`src/rtl/core/cbfh_pkg.sv`:
```
// Shared types and constants for the steering button frame hold decoder.
// Holds the button pattern table, command codes and register indexes.
// No dependencies.
`timescale 1ns / 1ps
`default_nettype none

package cbfh_pkg;

  localparam int PATTERN_COUNT = 9;

  // Command codes on the potentiometer side
  localparam logic [1:0] CMD_NONE    = 2'd0;
  localparam logic [1:0] CMD_SET     = 2'd1;
  localparam logic [1:0] CMD_DISABLE = 2'd2;

  // Input kinds
  localparam logic OP_FRAME = 1'b0;
  localparam logic OP_TICK  = 1'b1;

  // Configuration register indexes
  localparam logic [1:0] CFG_MATCH_ID = 2'd0;
  localparam logic [1:0] CFG_HOLD     = 2'd1;
  localparam logic [1:0] CFG_SCAN     = 2'd2;

  localparam logic [10:0] MATCH_ID_RESET = 11'h175;
  localparam logic [15:0] HOLD_RESET     = 16'd150;
  localparam logic [7:0]  SCAN_RESET     = 8'd5;

  // Payload bytes 5, 6, 7 from high to low
  localparam logic [23:0] PATTERNS [PATTERN_COUNT] = '{
    24'h101F00, 24'h300000, 24'h200100,
    24'h400000, 24'h500000, 24'h010001,
    24'h02001F, 24'h040000, 24'h050000
  };
  localparam logic CHANNELS [PATTERN_COUNT] = '{
    1'b0, 1'b0, 1'b0, 1'b0, 1'b0, 1'b0, 1'b1, 1'b1, 1'b1
  };
  localparam logic [1:0] RES_CODES [PATTERN_COUNT] = '{
    2'd0, 2'd0, 2'd0, 2'd0, 2'd1, 2'd2, 2'd1, 2'd2, 2'd3
  };

  typedef struct packed {
    logic       hit;
    logic [3:0] idx;
    logic       chan;
    logic [1:0] rcode;
  } match_t;

  typedef struct packed {
    logic [1:0] cmd;
    logic       chan;
    logic [1:0] rcode;
    logic [3:0] idx;
    logic       matched;
    logic       last;
  } result_t;

endpackage

`default_nettype wire

```
`src/rtl/core/can_button_frame_hold_decoder.sv`:
```
// Top level of the steering button frame hold decoder: control sequencer,
// time keeping, release scan and output register.
// Depends on cbfh_pkg, cbfh_matcher and cbfh_time_mem.
//
//   port group   | dir | contents
//   -------------+-----+------------------------------------------------
//   s_t*         | in  | one request: a CAN frame or a 1 ms tick
//   m_t*         | out | potentiometer commands, tlast on the final one
//   cfg_*        | in  | register writes: match id, hold time, scan period
//
// A frame is taken, then its one result is loaded once the output
// register is free; the next request may be taken while that result waits.
// A tick without a scan leaves the sequencer idle. A scan tick reads the time memory one
// button per cycle (LIVE buttons, LIVE nine by default), then emits one release
// per cycle, or returns to idle if none; stalls on m_tready hold the emit loop.
// rst clears time, scan stamp, active flags, registers and the output.
`timescale 1ns / 1ps
`default_nettype none

module can_button_frame_hold_decoder #(
  parameter int BUTTON_COUNT = 9,
  parameter int TIME_WIDTH   = 32
) (
  input  wire logic        clk,
  input  wire logic        rst,
  // slave side
  input  wire logic        s_tvalid,
  output logic             s_tready,
  input  wire logic [39:0] s_tdata,   // frame_id[10:0], data_byte5, data_byte6, data_byte7
  input  wire logic        s_tuser,   // operation
  // master side
  output logic             m_tvalid,
  input  wire logic        m_tready,
  output logic      [15:0] m_tdata,   // pot_command[1:0], pot_channel, resistance_code[1:0],
                                      // button_index[3:0]
  output logic             m_tuser,   // frame_matched
  output logic             m_tlast,   // last
  // configuration
  input  wire logic        cfg_we,
  input  wire logic [1:0]  cfg_index,
  input  wire logic [15:0] cfg_data
);
  import cbfh_pkg::*;

  localparam int LIVE = (BUTTON_COUNT < PATTERN_COUNT) ? BUTTON_COUNT : PATTERN_COUNT;
  localparam int IDX_W = (LIVE > 1) ? $clog2(LIVE) : 1;
  localparam logic [IDX_W-1:0] LAST_IDX = IDX_W'(LIVE - 1);

  localparam logic [1:0] ST_IDLE      = 2'd0;
  localparam logic [1:0] ST_FRAME_OUT = 2'd1;
  localparam logic [1:0] ST_SCAN      = 2'd2;
  localparam logic [1:0] ST_EMIT      = 2'd3;

  logic [1:0] state;

  // configuration registers
  logic [10:0] match_id;
  logic [15:0] hold_time;
  logic [7:0]  scan_period;

  // time keeping
  logic [TIME_WIDTH-1:0] now_ms;
  logic [TIME_WIDTH-1:0] now_next;
  logic [TIME_WIDTH-1:0] last_scan;
  logic                  scan_due;

  logic [LIVE-1:0] active;
  logic [LIVE-1:0] rel_mask;

  // scan pipeline
  logic [IDX_W-1:0] scan_idx;
  logic             issue_done;
  logic             rd_q_valid;
  logic [IDX_W-1:0] rd_q_idx;
  logic [TIME_WIDTH-1:0] rd_data;
  logic             aged;

  // frame path
  match_t  match;
  result_t frame_res;
  logic    in_take;
  logic    take_frame;
  logic    take_tick;

  // emit path
  logic [IDX_W-1:0] emit_idx;
  logic [LIVE-1:0]  emit_bit;
  logic             emit_last;
  logic             out_free;
  logic             out_load;
  logic             out_valid;
  result_t          out_res;

  assign s_tready   = (state == ST_IDLE);
  assign in_take    = s_tvalid && s_tready;
  assign take_frame = in_take && (s_tuser == OP_FRAME);
  assign take_tick  = in_take && (s_tuser == OP_TICK);
  assign out_free   = !out_valid || m_tready;
  assign out_load   = out_free && ((state == ST_FRAME_OUT) ||
                                   ((state == ST_EMIT) && (rel_mask != '0)));

  assign now_next = now_ms + TIME_WIDTH'(1);
  assign scan_due = (now_next - last_scan) >= TIME_WIDTH'(scan_period);

  cbfh_matcher #(
    .LIVE(LIVE)
  ) u_matcher (
    .frame_id (s_tdata[10:0]),
    .match_id (match_id),
    .byte5    (s_tdata[18:11]),
    .byte6    (s_tdata[26:19]),
    .byte7    (s_tdata[34:27]),
    .match    (match)
  );

  // Stamp on a matching frame; read one entry per cycle during a scan
  cbfh_time_mem #(
    .DEPTH(LIVE),
    .WIDTH(TIME_WIDTH),
    .AW   (IDX_W)
  ) u_time_mem (
    .clk     (clk),
    .wr_en   (take_frame && match.hit),
    .wr_addr (IDX_W'(match.idx)),
    .wr_data (now_ms),
    .rd_en   ((state == ST_SCAN) && !issue_done),
    .rd_addr (scan_idx),
    .rd_data (rd_data)
  );

  // Released when strictly older than the hold time
  assign aged = (now_ms - rd_data) > TIME_WIDTH'(hold_time);

  // Pick the lowest pending release; last when nothing remains above it
  always_comb begin
    emit_idx = '0;
    for (int i = LIVE - 1; i >= 0; i--) begin
      if (rel_mask[i]) begin
        emit_idx = IDX_W'(i);
      end
    end
    emit_bit  = LIVE'(1) << emit_idx;
    emit_last = ((rel_mask & ~emit_bit) == '0);
  end

  always_ff @(posedge clk) begin
    if (rst) begin
      match_id    <= MATCH_ID_RESET;
      hold_time   <= HOLD_RESET;
      scan_period <= SCAN_RESET;
    end else if (cfg_we) begin
      case (cfg_index)
        CFG_MATCH_ID: match_id    <= cfg_data[10:0];
        CFG_HOLD:     hold_time   <= cfg_data;
        CFG_SCAN:     scan_period <= cfg_data[7:0];
        default: ;
      endcase
    end
  end

  always_ff @(posedge clk) begin
    if (rst) begin
      state      <= ST_IDLE;
      now_ms     <= '0;
      last_scan  <= '0;
      active     <= '0;
      rel_mask   <= '0;
      scan_idx   <= '0;
      issue_done <= 1'b0;
      rd_q_valid <= 1'b0;
      out_valid  <= 1'b0;
    end else begin
      // Load a new result, else drop the one the sink just took
      if (out_load) begin
        out_valid <= 1'b1;
      end else if (m_tready) begin
        out_valid <= 1'b0;
      end
      unique case (state)
        ST_IDLE: begin
          if (take_frame) begin
            // Hold the single frame result until the output is free
            if (match.hit) begin
              active[IDX_W'(match.idx)] <= 1'b1;
              frame_res <= '{cmd: CMD_SET, chan: match.chan, rcode: match.rcode,
                             idx: match.idx, matched: 1'b1, last: 1'b1};
            end else begin
              frame_res <= '{cmd: CMD_NONE, chan: 1'b0, rcode: 2'd0,
                             idx: 4'd0, matched: 1'b0, last: 1'b1};
            end
            state <= ST_FRAME_OUT;
          end else if (take_tick) begin
            now_ms <= now_next;
            if (scan_due) begin
              last_scan  <= now_next;
              rel_mask   <= '0;
              scan_idx   <= '0;
              issue_done <= 1'b0;
              rd_q_valid <= 1'b0;
              state      <= ST_SCAN;
            end
          end
        end
        ST_FRAME_OUT: begin
          if (out_free) begin
            out_res   <= frame_res;
            state     <= ST_IDLE;
          end
        end
        ST_SCAN: begin
          // Issue reads, then check each returned entry in the cycle after its read
          if (!issue_done) begin
            rd_q_valid <= 1'b1;
            rd_q_idx   <= scan_idx;
            if (scan_idx == LAST_IDX) begin
              issue_done <= 1'b1;
            end else begin
              scan_idx <= scan_idx + IDX_W'(1);
            end
          end else begin
            rd_q_valid <= 1'b0;
          end
          if (rd_q_valid && active[rd_q_idx] && aged) begin
            rel_mask[rd_q_idx] <= 1'b1;
          end
          if (issue_done && !rd_q_valid) begin
            state <= ST_EMIT;
          end
        end
        ST_EMIT: begin
          if (rel_mask == '0) begin
            state <= ST_IDLE;
          end else if (out_free) begin
            out_res   <= '{cmd: CMD_DISABLE, chan: CHANNELS[emit_idx], rcode: 2'd0,
                           idx: 4'(emit_idx), matched: 1'b0, last: emit_last};
            rel_mask[emit_idx] <= 1'b0;
            active[emit_idx]   <= 1'b0;
            if (emit_last) begin
              state <= ST_IDLE;
            end
          end
        end
        default: state <= ST_IDLE;
      endcase
    end
  end

  assign m_tvalid = out_valid;
  assign m_tdata  = {7'd0, out_res.idx, out_res.rcode, out_res.chan, out_res.cmd};
  assign m_tuser  = out_res.matched;
  assign m_tlast  = out_res.last;

endmodule

`default_nettype wire

```
`src/rtl/core/cbfh_matcher.sv`:
```
// Frame matcher: compares identifier and payload bytes 5..7 against the
// button pattern table. Depends on cbfh_pkg.
`timescale 1ns / 1ps
`default_nettype none

module cbfh_matcher #(
  parameter int LIVE = 9
) (
  input  wire logic [10:0]      frame_id,
  input  wire logic [10:0]      match_id,
  input  wire logic [7:0]       byte5,
  input  wire logic [7:0]       byte6,
  input  wire logic [7:0]       byte7,
  output cbfh_pkg::match_t      match
);
  import cbfh_pkg::*;

  logic [23:0] key;

  assign key = {byte5, byte6, byte7};

  // Scan high to low so the lowest matching pattern wins
  always_comb begin
    match = '0;
    for (int i = LIVE - 1; i >= 0; i--) begin
      if (key == PATTERNS[i]) begin
        match.hit   = 1'b1;
        match.idx   = 4'(i);
        match.chan  = CHANNELS[i];
        match.rcode = RES_CODES[i];
      end
    end
    if (frame_id != match_id) begin
      match = '0;
    end
  end

endmodule

`default_nettype wire

```
`src/rtl/core/cbfh_time_mem.sv`:
```
// Activation time store: one write port, one read port, registered read.
// No dependencies.
`timescale 1ns / 1ps
`default_nettype none

module cbfh_time_mem #(
  parameter int DEPTH = 9,
  parameter int WIDTH = 32,
  parameter int AW    = 4
) (
  input  wire logic             clk,
  input  wire logic             wr_en,
  input  wire logic [AW-1:0]    wr_addr,
  input  wire logic [WIDTH-1:0] wr_data,
  input  wire logic             rd_en,
  input  wire logic [AW-1:0]    rd_addr,
  output logic      [WIDTH-1:0] rd_data
);

  logic [WIDTH-1:0] mem [DEPTH];

  always_ff @(posedge clk) begin
    if (wr_en) begin
      mem[wr_addr] <= wr_data;
    end
  end

  always_ff @(posedge clk) begin
    if (rd_en) begin
      rd_data <= mem[rd_addr];
    end
  end

endmodule

`default_nettype wire

```
`config.mk`:
```
export PLATFORM = sky130hd
export DESIGN_NAME = can_button_frame_hold_decoder
export DESIGN_NICKNAME = d
export VERILOG_FILES = /design/src/rtl/core/cbfh_pkg.sv /design/src/rtl/core/can_button_frame_hold_decoder.sv /design/src/rtl/core/cbfh_matcher.sv /design/src/rtl/core/cbfh_time_mem.sv
export SDC_FILE = /design/constraint.sdc
export NUM_CORES = 1
export LEC_CHECK = 0
export BUFFER_PORTS_ARGS = -buffer_cell sky130_fd_sc_hd__clkbuf_2
export CORE_MARGIN = 3
export CORE_UTILIZATION = 41
export DETAILED_ROUTE_END_ITERATION = 8
export HOLD_SLACK_MARGIN = 0.05
export PLACE_DENSITY = 0.57
export SYNTH_ARGS = -nofsm -noshare
export SYNTH_HDL_FRONTEND = slang
export SYNTH_SLANG_ARGS = --single-unit
export TNS_END_PERCENT = 5
```
`constraint.sdc`:
```
create_clock -name clk -period 8.8 [get_ports clk]
set_input_delay 1.76 -clock clk [delete_from_list [all_inputs] [get_ports clk]]
set_output_delay 1.76 -clock clk [all_outputs]
set_load 0.05 [all_outputs]
```
# Word-level counts from Yosys, hierarchy flattened
# Memory sizes are Yosys's and may differ from the RTL's. A register that Yosys moved wholly into a read port is not among the register bits.
# Cells that the tools add are included.
# word_totals
romBits,16
mem_bits_rw,288
output_inout_bits,20
word_cells,204
ff_bits,152
n_memories,2
# classes
bitwise_logic,13
shifts,1
addsub,4
muxes,73
n_eq_ne,32
n_reduce_logical,44
n_lt_le_gt_ge,9
# memory_table
name,words,width,read_ports,rd_ports_with_merged_regs,write_ports,line,source
u_time_mem.mem,9,32,1,1,1,cbfh_time_mem.sv:20,logic [WIDTH-1:0] mem [DEPTH];
(no name shown),16,1,1,0,0,can_button_frame_hold_decoder.sv:234,"out_res <= '{cmd: CMD_DISABLE, chan: CHANNELS[emit_idx], rcode: 2'd0,"
# op_table
cell,n
$mux W9,10
$mux W8,10
$sub A32 B32 Y32,2
$mux W4,14
$eq A24 B19 Y1 const B,2
$eq A24 B22 Y1 const B,2
$eq A24 B23 Y1 const B,2
$mux W11,3
$add A32 B1 Y32 const B,1
$ge A32 B8 Y1,1
$gt A32 B16 Y1,1
$and A9 B9 Y9,3
$pmux W9 S3,1
$eq A24 B17 Y1 const B,1
$eq A24 B18 Y1 const B,1
$eq A24 B21 Y1 const B,1
$pmux W11 S2,1
$logic_not A9 Y1,2
$not A9 Y9,2
$or A9 B9 Y9,2
$pmux W9 S2,1
$mux W1,16
$mux W2,8
$lt A4 B5 Y1 const B,3
36 further kinds,86

# Depth between registers and ports, before layout
# Gate-level depths: netlist of the first run.
# depth
ltp_word,19
depth_mapped,28
ltp_nobuf,22

# Hierarchy
# Synthesis of the first run repeated with hierarchy kept, for this count alone.
# hier_totals
cells_unflattened,2159
area_unflattened_um2,24284.5
# by_module_without_submodules
mod,seq_area_each_um2,n_inst,area_per_inst_um2,cells_each
cbfh_time_mem,9609.2,1,12215.5,629
can_button_frame_hold_decoder,3183.1,1,11523.6,1458
cbfh_matcher,0.0,1,545.5,72

# Least setup slack after synthesis of the first run
# OpenSTA, ideal clock, no wires.
# synth_path
kind,register to register
start,register now_ms[1]
end,register last_scan[15]
t_arrival_ps,5987
stages_incl_launch_ff,28
synth_period_minus_slack_ps,6068
path_buffers,6
required_time_ps,8719
setup_slack_ps,2732
path_cell_list,dfxtp_1 > ha_1 > nand3_1 > nor3_1 > nand3_1 > or2_1 > clkbuf_1 > nor4_2 > and2_1 > buf_2 > and3_1 > clkbuf_1 > nand2_1 > xnor2_1 > ha_1 > clkbuf_1 > nor2_1 > a22o_1 > or4_1 > or4_1 > nor4_1 > nand4_1 > nor4_4 > nand2b_1 > buf_6 > buf_6 > nor2_1 > a211oi_2
# synth_via
elab_chain_len,4
# synth_lines
element,line,source
start: declaration,can_button_frame_hold_decoder.sv:62,logic [TIME_WIDTH-1:0] now_ms;
start signal: assignment,can_button_frame_hold_decoder.sv:193,now_ms <= now_next;
$add A32 B1 Y32,can_button_frame_hold_decoder.sv:102,assign now_next = now_ms + TIME_WIDTH'(1);
named net now_next[26],can_button_frame_hold_decoder.sv:63,logic [TIME_WIDTH-1:0] now_next;
$sub A32 B32 Y32,can_button_frame_hold_decoder.sv:103,assign scan_due = (now_next - last_scan) >= TIME_WIDTH'(scan_period);
$ge A32 B8 Y1,can_button_frame_hold_decoder.sv:103,
$reduce_and A4 Y1 (no source line),n/a,
end signal: assignment,can_button_frame_hold_decoder.sv:195,last_scan <= now_next;
end: declaration,can_button_frame_hold_decoder.sv:64,logic [TIME_WIDTH-1:0] last_scan;
# The timed path passes the listed nets, and every way through them passes these cells.
# A chain may end at the register's enable or synchronous reset.

# Final worst setup path of the first run
# layout_path
start,register now_ms[1]
end,register last_scan[23]
# The elaborated chain is that of the path after synthesis.

==> flow_metrics.tcl, run 1 <==
set metrics [dict create \
    area_growth_pct 11.5 \
    grt_pass1_vias 16812 \
    antenna_found_initial 0 \
    postCtsHoldBufs 0 \
    ys.flop_type "edfxtp_1" \
    grt-ovfl-total 0 \
    dieWidth_um 249 \
    synth.area.top_cells "edfxtp_1 (42%), dfxtp_1 (10%), mux4_2 (6.1%)" \
    holdPathStages 2 \
    grt_pass1_wl_um 96300 \
    yosys_warnings 0 \
    cts_tree "done" \
    clkSlewWorstSetupHoldPaths_ps 60 \
    htreeDepth 2 \
    wl_per_cell_um 20.8 \
    place_congestion 0.894 \
    cp-end-kind "flip-flop" \
    setup_violations 0 \
    vias 16778 \
    synth_fa_ha_area_share_pct 5.03 \
    peakVddDrop_uv 142 \
    drc 0 \
    synthSimpleGateAreaFrac_pct 12.2 \
    yosysTopAreaCellShare_pct 42.5 \
    whs_endpoint "hold_time[6]" \
    synth-xor-area-share_pct 3.64 \
    r2r_end "last_scan[23]" \
    initialDrtViolationCount 987 \
    startpoint_type "flip-flop" \
    synth_most_common_cell "edfxtp_1" \
    hold_class "flip-flop to flip-flop" \
    reg2reg_depth 22 \
    synth_area_um2 24200 \
    hpwlAfterDp_um 41900 \
    p_per_area_nw_per_um2 224 \
    synth_top_cell_by_area "edfxtp_1" \
    finalCritPeriodShare_pct 89.6 \
    final_cells 2967 \
    finalSetupTns_ps 0 \
    r2r_start "now_ms[1]" \
    ant_nets 0 \
    clock_sinks 468 \
    holdWs_ps 458 \
    vias_per_cell 5.65 \
    drtPass1Iterations 5 \
    synth_top_family_by_area "compound AO/OA/AOI/OAI gates" \
    ff2ff_setup_slack_ps 920 \
    io_buffers 71 \
    cts_resized 0 \
    core-area_um2 58000 \
    slowest_stage "dfxtp_1" \
    drv_slew 0 \
    synth_seq_area_share_pct 52.9 \
    clock-root-buffer "clkbuf_16" \
    dp.cells 2876 \
    worstPathRequired_ps 9300 \
    grt_max_degree 71 \
    min-delay-start "hold_time[6]" \
    layout-drive-gt1-share_pct 13.6 \
    path_cells "ha_1, nand3_1, nor3_1, nand3_1, or2_1, nor4_2, and2_1, and3_1, nand2_1, xnor2_1, ha_1, nor2_1, a22o_1, or4_1, or4_1, nor4_1, nand4_1, nor4_4, nand2b_2, buf_12, nor2_1, a211oi_2" \
    row_count 88 \
    cts_max_path_buffers 3 \
    critPathArrivalTime_ps 8380 \
    fp.dieArea_um2 61900 \
    finalNetCount 2322 \
    p_leak_uw 0.0101 \
    status "finished, final reports clean" \
    synth-edff-count 342 \
    slew-limit-headroom_pct 21.6 \
    cts_buffers 49 \
    ios 84 \
    drv_cap 0 \
    synth_area_per_cell_um2 11.4 \
    initial_utilization_pct 41.7 \
    ys_ff_latch 468 \
    insertion_delay_ps 620 \
    hold_violations 0 \
    tightest_slew_ps 1170 \
    ys_top_cells_by_count "edfxtp_1 (342), nand2_1 (192), nor2_1 (166)" \
    path_max_fanout 34 \
    cpPeakStageDelay_ps 700 \
    synthMuxAreaShare_pct 8.73 \
    diodes 0 \
    period_needed_ps 7880 \
    clock.fmax_mhz 127 \
    cts_setup_buffers 0 \
    wl_um 61600 \
    synth_compound_gate_area_share_pct 13.5 \
    synthArstFlopShare_pct 0 \
    clock_skew_ps 46.5 \
    die_h_um 249 \
    synthCells 2122 \
    crit_type "flip-flop to flip-flop" \
    grt_usage_pct 19.6 \
    rsz0062_at_grt "false" \
    fillers 5209 \
    ys_types 81 \
]
registers in the layout (all words and copies together), names as in the netlist:
name and cells:
active 9, frame_res 8, hold_time 16, issue_done 1, last_scan 32, m_tdata 9, m_tlast 1, m_tvalid 1
match_id 11, now_ms 32, rd_q_idx 4, rd_q_valid 1, rel_mask 9, scan_idx 4, scan_period 8, state 2
u_time_mem.mem 288, u_time_mem.rd_data 32
cell type report:
| type | count | area, µm² | share of cell area (%) |
|---|---|---|---|
| clock buffers | 68 | 1370 | 5.07 |
| flip-flops and latches | 468 | 12800 | 47.5 |
| repair buffers | 94 | 543 | 2.01 |
| clock inverters | 23 | 302 | 1.12 |
| inverters | 124 | 465 | 1.73 |
| multi-input cells | 1425 | 10500 | 39.1 |
| well taps | 765 | 957 | 3.55 |
power breakdown:
part	total, µW	switching, µW	leakage, µW	internal (µW)
registers	2540	74.3	0.00479	2460
clock network	2100	883	0.000813	1220
logic	1400	881	0.00454	523
per-layer routing:
| metal | global-route usage (%) | wire, µm |
|---|---|---|
| met1 | 27.0 | 28600 |
| met4 | 5.15 | 1180 |
| met2 | 32.9 | 29700 |
| met5 | 0 | 0 |
| met3 | 2.46 | 2090 |
worst max path at each step:
stage | end | from | cells after the start
after detailed placement | last_scan[23] | now_ms[1] | 22
after global routing | last_scan[23] | now_ms[1] | 22
final | last_scan[23] | now_ms[1] | 22
after CTS | last_scan[17] | now_ms[1] | 22
after global placement | last_scan[7] | now_ms[1] | 22
after floorplan | last_scan[15] | now_ms[1] | 27
critical path, delay by kind of cell, from the launching register on:
family / cells / cell delay [ps]
simple gates: 16 / 5260
fa+ha+maj: 2 / 840
flops: 1 / 700
compound gates: 2 / 450
buf+inv: 1 / 280
xor+xnor: 1 / 210
cell usage in the layout (no fill, tap or decap), drive strengths merged, types with 15 or more instances in the layout:
cell type,instances
a21o,18
a211oi,43
a21oi,121
mux4,66
clkbuf,138
or3,18
clkinv,17
inv,126
nor4,23
xor2,53
nand2b,20
o21ai,128
dfxtp,126
buf,24
and3,15
nand3,41
nand4,45
nand2,192
o21a,18
edfxtp,342
xnor2,45
mux2i,59
nor2,166
ha,94
o211ai,26
nor3,34
kinds of logic (layout without fill, tap and decap cells):
group / Yosys count / count (layout)
simple gates: 615 / 615
compound gates: 480 / 480
flops: 468 / 468
buf+inv: 235 / 309
mux: 128 / 128
xor+xnor: 99 / 99
fa+ha+maj: 96 / 96
other cells: 1 / 7
through the flow:
step	util, %	area [µm²]	total power, µW	worst slack [ps]
2_1_floorplan	-	24200	3620	2730
3_5_place_dp	43.6	25300	3980	974
5_1_grt	46.5	27000	6360	294
3_3_place_gp	43.6	25300	3970	1100
4_1_cts	46.5	27000	6110	903
6_report	46.5	27000	6040	917
Power figures use the tool's default switching activity.
==> run 2, diff against run 1 <==
--- a/config.mk
+++ b/config.mk
@@ -5,6 +5,7 @@
 export SDC_FILE = /design/constraint.sdc
 export NUM_CORES = 1
 export LEC_CHECK = 0
+export ABC_AREA = 1
 export BUFFER_PORTS_ARGS = -buffer_cell sky130_fd_sc_hd__clkbuf_2
 export CORE_MARGIN = 3
 export CORE_UTILIZATION = 41
==> run 2 against run 1 <==
Sequential cell count unchanged. Global-route usage is 2.1 points higher. Hold slack is essentially flat. Worst setup slack better by 1700 ps. Clock skew is 20 ps lower. Clock power increased by 2%. Highest routed layer unchanged. Via count increased by 22%. Power increased by 32%. Sequential power up 10%. Die area is 3.8% higher.
==> flow_metrics.tcl, run 2 <==
set metrics [dict create \
    critical_path_buf_inv_count 6 \
    drtPass1Iterations 5 \
    postCtsHoldBufs 0 \
    p_int_uw 4780 \
    finalSetupTns_ps 0 \
    drv_cap 0 \
    synth_seq_area_share_pct 50.9 \
    clock_skew_ps 26.8 \
    vias_per_cell 5.26 \
    cp_top_family "simple AND/OR/NAND/NOR gates" \
    die_h_um 254 \
    tightest_slew_ps 1020 \
    synth_most_common_cell "nand2_1" \
    power_frac_seq_pct 35.0 \
    ys_ff_latch 468 \
    cts_resized 0 \
    clkSlewWorstSetupHoldPaths_ps 60 \
    finalNetCount 3211 \
    crit_type "flip-flop to flip-flop" \
    setup_ws_ps 2620 \
    hold_violations 0 \
    drv_slew 0 \
    fp.dieArea_um2 64300 \
    antenna_found_initial 0 \
    htreeDepth 2 \
    grt_pass1_wl_um 109000 \
    io_buffers 71 \
    diodes 0 \
    grt_max_degree 99 \
    ys.flop_type "edfxtp_1" \
    row_count 90 \
    ant_nets 0 \
    grt_pass1_vias 19253 \
    vias 20405 \
    pre_cts_ws_ps 2660 \
    ios 84 \
    synthArstFlopShare_pct 0 \
    synth.area.top_cells "edfxtp_1 (41%), nand2_1 (10%), dfxtp_1 (10%)" \
    synth_area_per_cell_um2 8.38 \
    yosysTopAreaCellShare_pct 40.9 \
    p_per_area_nw_per_um2 286 \
    ys_top_cells_by_count "nand2_1 (688), inv_1 (443), nor2_1 (346)" \
    ys_types 53 \
    area_growth_pct 11.4 \
    p_leak_uw 0.0121 \
    yosys_warnings 0 \
    power_frac_clock_pct 26.8 \
    crit_top_cell "nand2_1" \
    clock.fmax_mhz 162 \
    critPathArrivalTime_ps 6640 \
    largest_reg_flops 288 \
    dieWidth_um 254 \
    regMostFlops "u_time_mem.mem" \
    startpoint_type "flip-flop" \
    peakVddDrop_uv 172 \
    clock_sinks 468 \
    setup_violations 0 \
    insertion_delay_ps 600 \
    p_switching_uw 3220 \
    period_needed_ps 6180 \
    combPwrFrac_pct 38.2 \
    wl_um 70100 \
    cpPeakStageDelay_ps 740 \
    rsz0062_at_grt "false" \
    slew-limit-headroom_pct 31.7 \
    drc 0 \
    core-area_um2 60500 \
    synth-edff-count 342 \
    cts_tree "done" \
    grt_usage_pct 21.7 \
    final_util_pct 46.3 \
    synthCells 2998 \
    path_max_fanout 56 \
    p_sw_share_pct 40.2 \
    initialDrtViolationCount 1665 \
    cts_max_path_buffers 3 \
    cts_buffers 51 \
    cts_setup_buffers 0 \
    status "finished, final reports clean" \
    layout_common_cells "nand2_1 (687), inv_1 (439), edfxtp_1 (342)" \
    place_congestion 0.949 \
    wl_per_cell_um 18.1 \
    worstPathRequired_ps 9260 \
    layout-drive-gt1-share_pct 7.66 \
    slowest_stage "nand2_2" \
    cp-end-kind "flip-flop" \
    clock-root-buffer "clkbuf_16" \
    grt-ovfl-total 0 \
    synth_area_um2 25100 \
    hpwlAfterDp_um 47300 \
    synth_top_cell_by_area "edfxtp_1" \
    final_common_cell "nand2_1" \
    initial_utilization_pct 41.5 \
    hold_class "flip-flop to flip-flop" \
    finalCritPeriodShare_pct 70.2 \
]
-- run 2: cell types whose count changed in the layout (fill, tap and decap cells not counted), sizes merged, moves of 17 or more --
cell | before | now
a21oi | 121 | 156
or3 | 18 | 0
nand2 | 192 | 697
mux2i | 59 | 0
o21a | 18 | 1
nand2b | 20 | 0
nand3 | 41 | 150
mux4 | 66 | 0
a211oi | 43 | 1
o21ai | 128 | 236
inv | 126 | 452
xnor2 | 45 | 16
o221ai | 2 | 56
nor2 | 166 | 357
-- run 2: cell type report --
| class | count | area [µm²] |
|---|---|---|
| clock buffer | 70 | 1430 |
| clock inverter | 26 | 262 |
| inverter | 449 | 1690 |
| fill | 5810 | 32500 |
| multi-input combinational | 1985 | 10300 |
| timing repair buffer | 96 | 543 |
| sequential | 468 | 12800 |
| tap | 782 | 978 |
-- run 2: kinds of logic after synthesis --
group,after synthesis,share of synthesized area (%)
buffers and inverters,551,8.50
XOR/XNOR,58,2.02
adder cells (fa/ha/maj),96,4.84
AO/OA/AOI/OAI,514,11.8
other,1,0.0149
AND/OR/NAND/NOR,1310,21.9
flip-flops,468,50.9
-- run 2: worst paths after layout --
kind,start,end,slack (ps),cells past startpoint
max reg2reg,now_ms[1],last_scan[26],2620,33
min reg2reg,last_scan[11],last_scan[11],460,2
min,last_scan[11],last_scan[11],460,2
max,now_ms[1],last_scan[26],2620,33
-- run 2: per-layer routing --
layer | vias up | part of all wire [%] | track usage, %
li1 | 10058 | - | -
met1 | 9753 | 47 | 31.2
met2 | 508 | 45 | 34.9
met3 | 86 | 5.3 | 2.63
met4 | 0 | 2.1 | 5.39
met5 | - | 0 | 0
-- run 2: power groups by stage --
stage,Clock [µW],Sequential (µW),Combinational [µW]
floorplan,0,2770,2210
global placement,0,2840,2990
detailed placement,0,2850,3030
CTS,2180,2800,3050
global route,2270,2830,3480
finish,2140,2800,3060
-- run 2: worst reg2reg max path: cells and delay by family (launching register included) --
kind,cells,cell delay [ps]
buffers and inverters,6,730
adders and majority gates,2,720
AOI/OAI and AO/OA,2,310
DFF,1,720
and+or+nand+nor,23,3550
-- run 2: through the flow --
stage	total power (µW)	instances	area, µm²	hold WS (ps)
final	8000	3876	28000	458
after global routing	8570	3876	28000	487
after CTS	8030	3876	28000	462
after detailed placement	5880	3780	26300	453
after global placement	5830	3780	26300	447
after floorplan	4990	3004	25100	406
